## src/ppfs_pkg.sv

```systemverilog
// shared types and constants for the per-pixel frame stacker
package ppfs_pkg;
    localparam int SAMPLE_W = 32;
    localparam int COUNT_W = 7;
    localparam int CLIP_W = 15;
    localparam logic [CLIP_W-1:0] CLIP_MAX = 15'd32112;
    localparam logic [CLIP_W-1:0] CLIP_RESET = 15'd6553;
    localparam logic MODE_MEDIAN = 1'b0;
    localparam logic MODE_WINSOR = 1'b1;
    localparam logic [0:0] REG_COMBINE_MODE = 1'd0;
    localparam logic [0:0] REG_CLIP_FRACTION = 1'd1;

    typedef struct packed {
        logic signed [SAMPLE_W-1:0] sample;
        logic last;
    } t_req;
endpackage

```

## src/ppfs_front.sv

```systemverilog
// input front end: takes requests into a short queue
module ppfs_front #(
    parameter int DEPTH = 4
) (
    input  logic i_clk,
    input  logic i_rst_n,
    input  logic i_push,
    input  ppfs_pkg::t_req i_req,
    input  logic i_pop,
    output logic o_full,
    output logic o_empty,
    output ppfs_pkg::t_req o_req
);
    import ppfs_pkg::*;
    localparam int AW = $clog2(DEPTH);
    t_req r_q [DEPTH];
    logic [AW-1:0] r_wp, r_rp;
    logic [AW:0] r_cnt;

    assign o_full = (r_cnt == (AW+1)'(DEPTH));
    assign o_empty = (r_cnt == '0);
    assign o_req = r_q[r_rp];

    always_ff @(posedge i_clk) begin
        if (i_push) begin
            r_q[r_wp] <= i_req;
        end
        if (!i_rst_n) begin
            r_wp <= '0;
            r_rp <= '0;
            r_cnt <= '0;
        end else begin
            if (i_push) r_wp <= (r_wp == AW'(DEPTH-1)) ? '0 : r_wp + 1'b1;
            if (i_pop) r_rp <= (r_rp == AW'(DEPTH-1)) ? '0 : r_rp + 1'b1;
            r_cnt <= r_cnt + (AW+1)'(i_push) - (AW+1)'(i_pop);
        end
    end
endmodule

```

## src/ppfs_back.sv

```systemverilog
// back end: sorted insertion into a memory and final combine
module ppfs_back #(
    parameter int MAX_FRAMES = 64
) (
    input  logic i_clk,
    input  logic i_rst_n,
    input  logic i_valid,
    input  ppfs_pkg::t_req i_req,
    input  logic i_mode,
    input  logic [ppfs_pkg::CLIP_W-1:0] i_clip,
    output logic o_pop,
    output logic o_done,
    output logic signed [ppfs_pkg::SAMPLE_W-1:0] o_value,
    output logic [ppfs_pkg::COUNT_W-1:0] o_frames,
    output logic o_ovf
);
    import ppfs_pkg::*;
    localparam int AW = $clog2(MAX_FRAMES);
    localparam int CW = $clog2(MAX_FRAMES + 1);
    localparam int SW = SAMPLE_W + CW + 1;
    localparam int QW = SW;

    localparam logic [3:0] S_IDLE = 4'd0, S_SHIFT_RD = 4'd1, S_SHIFT_CMP = 4'd2,
        S_PLACE = 4'd3, S_CHK = 4'd4, S_G = 4'd5, S_RD = 4'd6, S_ACC = 4'd7,
        S_DIV = 4'd8, S_OUT = 4'd9, S_MED2 = 4'd10;

    logic [3:0] r_st;
    logic signed [SAMPLE_W-1:0] r_mem [MAX_FRAMES];
    logic signed [SAMPLE_W-1:0] r_rd;
    logic signed [SAMPLE_W-1:0] r_s;
    logic r_last;
    logic [CW-1:0] r_cnt, r_k, r_n, r_g, r_j;
    logic r_drop;
    logic signed [SW-1:0] r_sum;
    logic signed [SAMPLE_W-1:0] r_lo, r_hi;
    logic [QW-1:0] r_rem, r_q;
    logic [$clog2(QW+1)-1:0] r_bit;
    logic r_neg;
    logic [AW-1:0] r_raddr;
    logic [AW-1:0] r_waddr;
    logic signed [SAMPLE_W-1:0] r_wdata;
    logic r_we;
    logic [1:0] r_phase;

    logic [CLIP_W-1:0] w_clip;
    logic [CLIP_W+CW-1:0] w_prod;
    logic [QW:0] w_trial;
    logic signed [SAMPLE_W:0] w_pair;

    assign w_clip = (i_clip > CLIP_MAX) ? CLIP_MAX : i_clip;
    assign w_prod = w_clip * (CLIP_W+CW)'(r_n);
    assign w_trial = {r_rem, r_sum[QW-1 - 0]} - {1'b0, (QW)'(r_n)};
    assign w_pair = (SAMPLE_W+1)'(r_lo) + (SAMPLE_W+1)'(r_rd);

    assign o_pop = (r_st == S_IDLE) && i_valid;

    always_ff @(posedge i_clk) begin
        if (r_we) r_mem[r_waddr] <= r_wdata;
        r_rd <= r_mem[r_raddr];
    end

    always_ff @(posedge i_clk) begin
        if (!i_rst_n) begin
            r_st <= S_IDLE;
            r_cnt <= '0;
            r_drop <= 1'b0;
            r_we <= 1'b0;
            o_done <= 1'b0;
        end else begin
            r_we <= 1'b0;
            o_done <= 1'b0;
            case (r_st)
                S_IDLE: begin
                    if (i_valid) begin
                        r_s <= i_req.sample;
                        r_last <= i_req.last;
                        if (r_cnt >= CW'(MAX_FRAMES)) begin
                            r_drop <= 1'b1;
                            r_st <= S_CHK;
                        end else begin
                            r_k <= r_cnt;
                            r_st <= (r_cnt == '0) ? S_PLACE : S_SHIFT_RD;
                            r_raddr <= AW'(r_cnt - 1'b1);
                        end
                    end
                end
                S_SHIFT_RD: r_st <= S_SHIFT_CMP; // read latency
                S_SHIFT_CMP: begin
                    if (r_rd > r_s) begin
                        // move the larger entry up one slot
                        r_we <= 1'b1;
                        r_waddr <= AW'(r_k);
                        r_wdata <= r_rd;
                        r_k <= r_k - 1'b1;
                        if (r_k == CW'(1)) begin
                            r_st <= S_PLACE;
                        end else begin
                            r_raddr <= AW'(r_k - CW'(2));
                            r_st <= S_SHIFT_RD;
                        end
                    end else begin
                        r_st <= S_PLACE;
                    end
                end
                S_PLACE: begin
                    r_we <= 1'b1;
                    r_waddr <= AW'(r_k);
                    r_wdata <= r_s;
                    r_cnt <= r_cnt + 1'b1;
                    r_st <= S_CHK;
                end
                S_CHK: begin
                    if (r_last) begin
                        r_n <= r_cnt;
                        r_st <= S_G;
                    end else begin
                        r_st <= S_IDLE;
                    end
                end
                S_G: begin
                    r_sum <= '0;
                    if (i_mode == MODE_MEDIAN) begin
                        r_phase <= r_n[0] ? 2'd1 : 2'd0;
                        r_raddr <= r_n[0] ? AW'(r_n >> 1) : AW'((r_n >> 1) - 1'b1);
                        r_st <= S_MED2;
                    end else begin
                        r_phase <= 2'd0;
                        r_g <= CW'(w_prod >> 16);
                        r_raddr <= AW'(CW'(w_prod >> 16));
                        r_st <= S_RD;
                    end
                end
                S_MED2: begin
                    // phase 0/1 wait, 2 capture low, 3 hand over to the output state
                    case (r_phase)
                        2'd0: r_phase <= 2'd2;
                        2'd1: r_phase <= 2'd3;
                        2'd2: begin
                            r_lo <= r_rd;
                            r_raddr <= AW'(r_n >> 1);
                            r_phase <= 2'd1;
                            r_n[0] <= 1'b0;
                        end
                        default: begin
                            r_st <= S_OUT;
                        end
                    endcase
                end
                S_RD: begin
                    // fetch lower clamp, then upper clamp, then stream
                    case (r_phase)
                        2'd0: begin
                            r_phase <= 2'd1;
                            r_raddr <= AW'(r_n - 1'b1 - r_g);
                        end
                        2'd1: begin
                            r_lo <= r_rd;
                            r_phase <= 2'd2;
                            r_j <= '0;
                            r_raddr <= '0;
                        end
                        2'd2: begin
                            r_hi <= r_rd;
                            r_phase <= 2'd3;
                            r_raddr <= AW'(CW'(1));
                            r_st <= S_ACC;
                        end
                        default: begin
                            r_st <= S_ACC;
                        end
                    endcase
                end
                S_ACC: begin
                    if (r_j < r_g) r_sum <= r_sum + SW'(r_lo);
                    else if (r_j >= r_n - r_g) r_sum <= r_sum + SW'(r_hi);
                    else r_sum <= r_sum + SW'(r_rd);
                    r_raddr <= AW'(r_j + CW'(2));
                    r_j <= r_j + 1'b1;
                    if (r_j == r_n - 1'b1) begin
                        r_st <= S_DIV;
                        r_bit <= '0;
                        r_rem <= '0;
                        r_q <= '0;
                    end
                end
                S_DIV: begin
                    if (r_bit == '0 && r_q == '0 && r_rem == '0 && !r_neg && r_sum[SW-1]) begin
                        r_neg <= 1'b1;
                        r_sum <= -r_sum;
                    end else if (r_bit == ($clog2(QW+1))'(QW)) begin
                        r_st <= S_OUT;
                    end else begin
                        // restoring division, msb first
                        if (!w_trial[QW]) begin
                            r_rem <= w_trial[QW-1:0];
                            r_q <= {r_q[QW-2:0], 1'b1};
                        end else begin
                            r_rem <= {r_rem[QW-2:0], r_sum[QW-1]};
                            r_q <= {r_q[QW-2:0], 1'b0};
                        end
                        r_sum <= r_sum <<< 1;
                        r_bit <= r_bit + 1'b1;
                    end
                end
                S_OUT: begin
                    o_done <= 1'b1;
                    o_frames <= COUNT_W'(r_cnt);
                    o_ovf <= r_drop;
                    if (i_mode == MODE_MEDIAN) begin
                        // odd count keeps the middle entry as read
                        if (r_n[0])
                            o_value <= r_rd;
                        else
                            o_value <= w_pair[SAMPLE_W:1];
                    end else begin
                        o_value <= r_neg ? -SAMPLE_W'(r_q) : SAMPLE_W'(r_q);
                    end
                    r_cnt <= '0;
                    r_drop <= 1'b0;
                    r_neg <= 1'b0;
                    r_st <= S_IDLE;
                end
                default: r_st <= S_IDLE;
            endcase
            if (r_st == S_IDLE) r_neg <= 1'b0;
        end
    end
endmodule

```

## src/per_pixel_frame_stacker_core.sv

```systemverilog
// top level of the per-pixel frame stacker
// channel  | handshake            | payload
// request  | i_start / o_busy     | i_sample, i_last_frame
// result   | o_done strobe        | o_stacked_value, o_frames_used, o_overflow
// config   | i_cfg_we             | i_cfg_index, i_cfg_data
// each sample is inserted in the back end by shifting larger entries up, then placing it;
// closing a set runs the sum and the bit-serial divide in mean mode,
// and reads the middle entry or the middle pair in median mode.
// a four-entry queue lets requests arrive while the back end works; busy rises when full.
// reset is synchronous and clears counts, queue and configuration registers; results cannot be stalled.
module per_pixel_frame_stacker_core #(
    parameter int MAX_FRAMES = 64
) (
    input  logic i_clk,
    input  logic i_rst_n,
    input  logic i_start,
    output logic o_busy,
    input  logic signed [ppfs_pkg::SAMPLE_W-1:0] i_sample,
    input  logic i_last_frame,
    output logic o_done,
    output logic signed [ppfs_pkg::SAMPLE_W-1:0] o_stacked_value,
    output logic [ppfs_pkg::COUNT_W-1:0] o_frames_used,
    output logic o_overflow,
    input  logic i_cfg_we,
    input  logic [0:0] i_cfg_index,
    input  logic [ppfs_pkg::CLIP_W-1:0] i_cfg_data
);
    import ppfs_pkg::*;
    logic r_mode;
    logic [CLIP_W-1:0] r_clip;
    t_req w_in, w_head;
    logic w_full, w_empty, w_pop;

    assign o_busy = w_full;
    assign w_in.sample = i_sample;
    assign w_in.last = i_last_frame;

    always_ff @(posedge i_clk) begin
        if (!i_rst_n) begin
            r_mode <= MODE_WINSOR;
            r_clip <= CLIP_RESET;
        end else if (i_cfg_we) begin
            if (i_cfg_index == REG_COMBINE_MODE) r_mode <= i_cfg_data[0];
            else r_clip <= i_cfg_data;
        end
    end

    ppfs_front u_front (
        .i_clk(i_clk), .i_rst_n(i_rst_n),
        .i_push(i_start && !w_full), .i_req(w_in), .i_pop(w_pop),
        .o_full(w_full), .o_empty(w_empty), .o_req(w_head)
    );

    ppfs_back #(.MAX_FRAMES(MAX_FRAMES)) u_back (
        .i_clk(i_clk), .i_rst_n(i_rst_n),
        .i_valid(!w_empty), .i_req(w_head), .i_mode(r_mode), .i_clip(r_clip),
        .o_pop(w_pop), .o_done(o_done),
        .o_value(o_stacked_value), .o_frames(o_frames_used), .o_ovf(o_overflow)
    );
endmodule

```

## config.mk

```make
export PLATFORM = sky130hd
export DESIGN_NAME = per_pixel_frame_stacker_core
export DESIGN_NICKNAME = d
export VERILOG_FILES = /design/src/ppfs_pkg.sv /design/src/ppfs_front.sv /design/src/ppfs_back.sv /design/src/per_pixel_frame_stacker_core.sv
export SDC_FILE = /design/constraint.sdc
export NUM_CORES = 2
export LEC_CHECK = 0
export ABC_AREA = 1
export BUFFER_PORTS_ARGS = -buffer_cell sky130_fd_sc_hd__buf_2
export CORE_ASPECT_RATIO = 0.75
export CORE_MARGIN = 2
export CORE_UTILIZATION = 30
export DETAILED_ROUTE_END_ITERATION = 6
export SETUP_SLACK_MARGIN = 0.02
export SYNTH_ARGS = -nofsm -noshare
export SYNTH_HDL_FRONTEND = slang
export SYNTH_SLANG_ARGS = --single-unit
```

## constraint.sdc

```tcl
create_clock -name i_clk -period 8.4 [get_ports i_clk]
set_input_delay 1.68 -clock i_clk [delete_from_list [all_inputs] [get_ports i_clk]]
set_output_delay 1.68 -clock i_clk [all_outputs]
set_load 0.05 [all_outputs]
```

### Yosys cells after proc, flatten, opt, wreduce, memory -nomap -nowiden

Memory sizes are Yosys's and may differ from the RTL's. A register that Yosys moved wholly into a read port is not among the register bits.
Cells that the tools add are included.

| operators by class | value |
|---|---|
| reduce and logical (&&, ||, !) cells | 49 |
| div/mod/pow operators | 0 |
| shift-type cells | 0 |
| add/subtract/negate cells | 22 |
| magnitude comparators | 5 |
| multipliers | 1 |
| eq/ne operators | 36 |
| muxes and demuxes | 80 |
| bitwise logic cells | 2 |

Operator list:

| cell | number |
|---|---|
| 40-bit two-way mux | 10 |
| 32-bit two-way mux | 6 |
| 40-bit one-hot mux with 2 select lines | 2 |
| 32-bit one-hot mux with 2 select lines | 2 |
| 40-bit by 32-bit adder with 40-bit output | 3 |
| 40-bit one-hot mux with 3 select lines | 1 |
| 40-bit zero test | 2 |
| 6-bit two-way mux | 11 |
| 7-bit one-hot mux with 2 select lines | 3 |
| 41-bit by 7-bit subtractor with 41-bit output | 1 |
| 40-bit negator | 1 |
| 4-bit one-hot mux with 10 select lines | 1 |
| 6-bit one-hot mux with 6 select lines | 1 |
| 32-bit by 32-bit adder with 33-bit output | 1 |
| 32-bit greater-than comparator | 1 |
| 4-bit two-way mux | 8 |
| 32-bit negator | 1 |
| 7-bit two-way mux | 4 |
| 3-bit AND reduction | 9 |
| 6-bit one-hot mux with 2 select lines | 2 |
| 15-bit by 7-bit multiplier with 22-bit output | 1 |
| 2-bit one-hot mux with 3 select lines | 3 |
| 6-bit one-hot mux with 3 select lines | 1 |
| 4-bit by 3-bit equality test with 1-bit output (second input constant) | 4 |
| 52 further kinds | 116 |

| word-level totals | value |
|---|---|
| bits in latches | 0 |
| ROM bits | 0 |
| output and inout port bits | 42 |
| memories | 2 |
| logic and storage cells | 226 |
| bits in registers | 341 |
| RAM bits | 2180 |

Memory list:

| name | depth | bits a word | rd ports | clocked after memory_dff | write ports | RTL line | RTL |
|---|---|---|---|---|---|---|---|
| u_back.r_mem | 64 | 32 | 1 | 1 | 1 | ppfs_back.sv:28 | `logic signed [SAMPLE_W-1:0] r_mem [MAX_FRAMES];` |
| u_front.r_q | 4 | 33 | 1 | 1 | 1 | ppfs_front.sv:16 | `t_req r_q [DEPTH];` |

### Longest topological paths before layout

| logic depth | value |
|---|---|
| depth in word-level cells | 7 |
| gate-level depth with buffers | 34 |

### Hierarchy

Synthesis repeated with hierarchy kept, for this count alone.

| unflattened totals | value |
|---|---|
| cell total of the unflattened synthesis | 9925 |
| area, all modules | 114188.3 um^2 |

By module, submodules not included:

| module | seq. area each (um^2) | times used | area each (um^2) | cells each |
|---|---|---|---|---|
| ppfs_back | 72539.6 | 1 | 107629.5 | 9389 |
| ppfs_front | 4144.0 | 1 | 5896.9 | 444 |
| per_pixel_frame_stacker_core | 320.3 | 1 | 661.9 | 92 |

### Least setup slack after synthesis

No wires, ideal clock.

| timing | value |
|---|---|
| kind | reg-to-reg |
| start | register u_back.r_n[2] |
| end | register u_back.r_bit[0] (enable) |
| arrival | 7.989 ns |
| cell stages (with the launch flop) | 14 |
| path buffers | 2 |
| period minus slack after synthesis | 8.625 ns |
| setup slack | -0.225 ns |
| data required time | 7.764 ns |
| cell sequence | edfxtp_1 buf_2 inv_1 clkbuf_1 ha_1 a21boi_1 xor2_1 xor2_1 nand2_1 nor2_1 nand3_1 nand2_1 o21ai_0 nor3_1 |

| on the way | value |
|---|---|
| word-level cells in the longest chain between the ends | 4 |

RTL lines:

| what | RTL line | RTL |
|---|---|---|
| start: declaration | ppfs_back.sv:32 | `logic [CW-1:0] r_cnt, r_k, r_n, r_g, r_j;` |
| start signal: assignment | ppfs_back.sv:114 | `r_n <= r_cnt;` |
| 7-bit by 1-bit subtractor with 7-bit output | - |  |
| 7-bit equality test | ppfs_back.sv:179 | `if (r_j == r_n - 1'b1) begin` |
| 2-bit by 1-bit != test with 1-bit output (no line) | - |  |
| 5-bit AND reduction (no line) | - |  |
| end signal: assignment | ppfs_back.sv:202 | `r_bit <= r_bit + 1'b1;` |
| end: declaration | ppfs_back.sv:37 | `logic [$clog2(QW+1)-1:0] r_bit;` |

No other way between the ends.
A chain may end at the register's enable or synchronous reset.

### Worst setup path in the final report

| timing | value |
|---|---|
| start | register u_back.r_n[0] |
| end | register u_back.r_sum[38] (data pin) |

| on the way | value |
|---|---|
| word-level cells in the longest chain between the ends | 5 |

RTL lines:

| what | RTL line | RTL |
|---|---|---|
| 7-bit by 6-bit subtractor with 7-bit output | ppfs_back.sv:175 | `else if (r_j >= r_n - r_g) r_sum <= r_sum + SW'(r_hi);` |
| 7-bit greater-or-equal comparator | ppfs_back.sv:175 |  |
| 40-bit two-way mux | ppfs_back.sv:175 |  |
| 40-bit two-way mux | ppfs_back.sv:174 | `if (r_j < r_g) r_sum <= r_sum + SW'(r_lo);` |
| 40-bit one-hot mux with 3 select lines | ppfs_back.sv:72 | `case (r_st)` |
| end signal: assignment | ppfs_back.sv:174 |  |
| end signal: assignment | ppfs_back.sv:175 |  |
| end signal: assignment | ppfs_back.sv:176 | `else r_sum <= r_sum + SW'(r_rd);` |
| end: declaration | ppfs_back.sv:34 | `logic signed [SW-1:0] r_sum;` |

No other way between the ends.

==> metrics.md <==
| Metric | Value |
|---|---|
| Worst hold margin | around 0.5 ns |
| Max cap viols | 0 |
| Area growth, synth to finish | 13.6% |
| Row cnt | 195 |
| Flop-to-flop setup slack | around 1.8 ns |
| Core Region | approximately 380000 um^2 |
| Asr flop ratio synth | 0 |
| Drt first-iter violations | 11100 |
| GRT Util Overall | 0.169 |
| FF+latch count, synth | 2586 |
| Largest net degree at the start of global routing | roughly 170 |
| First-pass GRT wire length | roughly 500000 um |
| Pwr dens | ~300 nW/um^2 |
| Post-route ant nets | 0 |
| Nets@finish | a little over 10000 |
| Clock Sinks | roughly 2600 |
| Pleak | about 43 nW |
| Top cell type's share of synthesized area | 0.666 |
| Clk root buf | clkbuf_16 |
| Slowest stage delay, CP | between 0.5 and 0.6 ns |
| Final setup violation count | 0 |
| Crit path launch | u_back.r_n[0]$_SDFFCE_PP0P_ |
| I/O pins | 95 |
| Clock period minus worst slack | about 6.6 ns |
| Post-Syn Instances | 9814 |
| WL final | about 340000 um |
| Crit path max-delay cell type | nor3_1 |
| Buffer and inverter count on the worst path | 6 |
| Sequential-to-total area share from yosys stat | 0.679 |
| CTS Buf Count | 271 |
| Status | finished, final reports clean |
| F_max | about 0.15 GHz |
| Cell taking the most area after synthesis | edfxtp_1 |
| Post-CTS Setup Inserts | 0 |
| Post-synthesis area per instance | 11.6 um^2 |
| Cell area after layout | approximately 130000 um^2 |
| Chip width | 714 um |
| Routed vias | 78900 |
| Setup TNS | 0 ns |
| Dpl cell area | 120000 um^2 |
| Critical path arrival | 7.17 ns |
| Wire per inst | about 22 um |
| Detailed Routing Iterations Pass 1 | 6 |
| WP depth | 30 |
| Worst reg2reg endpoint | u_back.r_sum[38]$_DFFE_PP_ |
| H-tree levels | 5 |
| Initial Utilization | 0.301 |
| DR DRC count | 0 |
| Max VDD drop | about 0.25 mV |
| HP Class | flip-flop to flip-flop |
| CTS hold repair buffers | 0 |
| TritonCTS clock tree | built |
| CP Capture Point | u_back.r_sum[38]$_DFFE_PP_ |
| Post-CTS Resized | 0 |
| Reg2Reg Depth | 30 |
| Latest clock arrival within the worst-skew pair | between 0.8 and 0.9 ns |
| Initial antenna violation count | 35 |
| Total gr overflow | 0 |
| RSZ-0062 raised after global routing | no |
| Layout cells sized above 1 | 0.0791 |
| Vias in the first global route | just over 70000 |
| Primary FF master, synth | edfxtp_1 |
| Final Skew | 0.0556 ns |
| Gpl congestion | 0.927 |
| CP max FO | 36 |
| Min-Delay Path Depth | 2 |
| Post-synth EDFFs | about 2500 |
| Worst Max-Slew Pin Slew | 1.23 ns |
| Synthesized cell area | 113000 um^2 |
| Max Slew Vio Count | 0 |
| HPWL Detailed | slightly below 200000 um |
| Hold Violations, Final | 0 |
| Syn Nets | 10100 |
| Die Y | approximately 540 um |
| Worst slew margin | 0.178 |
| WS Path Type | flip-flop to flip-flop |
| Die Footprint | approximately 380000 um^2 |
| Final period util | 0.787 |
| Pwr Total | around 0.039 W |
| Delay-heaviest family, CP | simple AND/OR/NAND/NOR gates |
| Critical path required time | between 8 and 9 ns |
| Yosys cell types | 66 |
| Clock-pin slew on the worst setup and hold paths | around 0.070 ns |
| Kind of end point of the critical path | flip-flop |
| Syn. warnings | 0 |
| Via density | roughly 5.2 |
| Largest cells by area after synthesis | edfxtp_1 67%, o21ai_0 7.3%, nor2_1 6.5%, o22ai_1 3.7%, ha_1 2.2% |
| Clk buf depth | 4 |
| CP startpoint kind | flip-flop |
| Port Buffers | between 90 and 100 |
| RR Startpoint | u_back.r_n[0]$_SDFFCE_PP0P_ |
[where the power goes]
group | internal, W | total (W) | switching, W | leakage [nW]
clock network | 0.00678 | 0.0119 | 0.00510 | 4.21
logic | 0.00296 | 0.0112 | 0.00819 | 15.8
registers | 0.0151 | 0.0157 | 0.000579 | 23.0
total | 0.0249 | 0.0387 | 0.0139 | 43.0
[flip-flops by register name, summed over array words and instances (netlist names), 32 cells and up]
name,flops
u_back.r_mem,2048
u_front.r_q,132
u_back.r_q,40
u_back.r_rem,40
u_back.r_sum,40
u_back.o_value,32
u_back.r_hi,32
u_back.r_lo,32
u_back.r_rd,32
u_back.r_s,32
u_back.r_wdata,32
[cell usage in the layout, fill, tap and decap left out, types with 15 or more instances in the layout]
cell type  Yosys  routed
edfxtp_1    2517    2517
nor2_1      1977    1914
o21ai_0     1648    1648
o22ai_1      669     669
nand2_1      560     559
inv_1        532     528
a21oi_1      314     313
clkbuf_16      0     277
ha_1         197     197
buf_4          2     170
nand3_1      145     145
buf_2         52      94
xor2_1        73      73
nor2_4         7      70
nor3_1        72      69
fa_1          69      69
dfxtp_1       69      68
clkbuf_1     469      66
nand4_1       53      53
o32ai_1       46      46
clkinv_1       5      45
clkinv_2       0      41
nor4_1        41      32
mux2i_1       30      30
xnor2_1       22      22
a31oi_1       23      22
o211ai_1      20      20
bufinv_16      0      19
buf_12         0      17
o21a_1        16      16
a21o_1        16      16
o21ai_1       15      15
inv_6          0      15
[area by class of cell]
class                           count  area, um^2
Tap cell                         5023        6280
Antenna cell                        4        10.0
Clock inverter                    130        1280
Multi-Input combinational cell   6127       32800
Timing Repair Buffer              281        2090
Inverter                          548        2080
Clock buffer                      352        7300
Sequential cell                  2586       77000
Fill cell                       37100      247000
[worst reg2reg max path: cells and delay by family (launching register included)]
family	cells	cell delay (ns)
flops	1	0.36
compound gates	9	1.16
xor+xnor	1	0.09
buf+inv	6	1.31
simple gates	10	2.13
fa+ha+maj	4	1.32
[synth_stat cells, types with 5 or more instances]
library cell     n
a31oi_1         23
inv_1          532
fa_1            69
o221ai_1        10
clkbuf_1       469
edfxtp_1      2517
o31ai_1          6
buf_2           52
a21oi_1        314
mux2i_1         30
clkinv_1         5
nand2_1        560
nand4_1         53
inv_2           11
xor2_1          73
o22ai_1        669
a21o_1          16
or2_2            7
o21bai_1         7
nor3b_1          7
o211ai_1        20
nor2_4           7
buf_1           27
o32ai_1         46
a211oi_1         9
nor3_2           8
xnor2_1         22
nand3_1        145
nand3b_1         9
nor4_1          41
nor3_1          72
ha_1           197
o21ai_1         15
dfxtp_1         69
o21ai_0       1648
nor2_1        1977
o21a_1          16
[worst min-delay path by stage]
stage                                    start                endpoint  slack, ns
floorplan           u_back.r_drop$_SDFFE_PN0P_  u_back.o_ovf$_DFFE_PP_       0.41
global placement        r_clip[6]$_SDFFE_PN0P_  r_clip[6]$_SDFFE_PN0P_       0.48
detailed placement      r_clip[6]$_SDFFE_PN0P_  r_clip[6]$_SDFFE_PN0P_       0.48
CTS                     r_clip[6]$_SDFFE_PN0P_  r_clip[6]$_SDFFE_PN0P_       0.49
global route            r_clip[6]$_SDFFE_PN0P_  r_clip[6]$_SDFFE_PN0P_       0.53
finish                  r_clip[6]$_SDFFE_PN0P_  r_clip[6]$_SDFFE_PN0P_       0.49
[stage by stage]
step | utilization | worst slack, ns | std cells
4_1_cts | 0.342 | 1.96 | 15000
6_report | 0.342 | 1.79 | 15100
3_3_place_gp | 0.320 | 2.02 | 14600
5_1_grt | 0.342 | 1.30 | 15000
2_1_floorplan | - | 2.38 | 9814
3_5_place_dp | 0.320 | 2.03 | 14600
[layer usage]
layer	track usage	vias up	wire length, um
met3	0.0350	535	35500
li1	-	35700	-
met1	0.255	38800	151000
met5	0	-	56
met2	0.245	3940	142000
met4	0.0471	8	9940
[kinds of logic after synthesis]
group,after synthesis,share of synthesized area
mux,30,0.00265
flops,2586,0.679
compound gates,2820,0.136
buf+inv,1101,0.0373
fa+ha+maj,266,0.0339
xor+xnor,95,0.00734
simple gates,2916,0.104
Note: power is estimated with default switching activity, not from simulation.
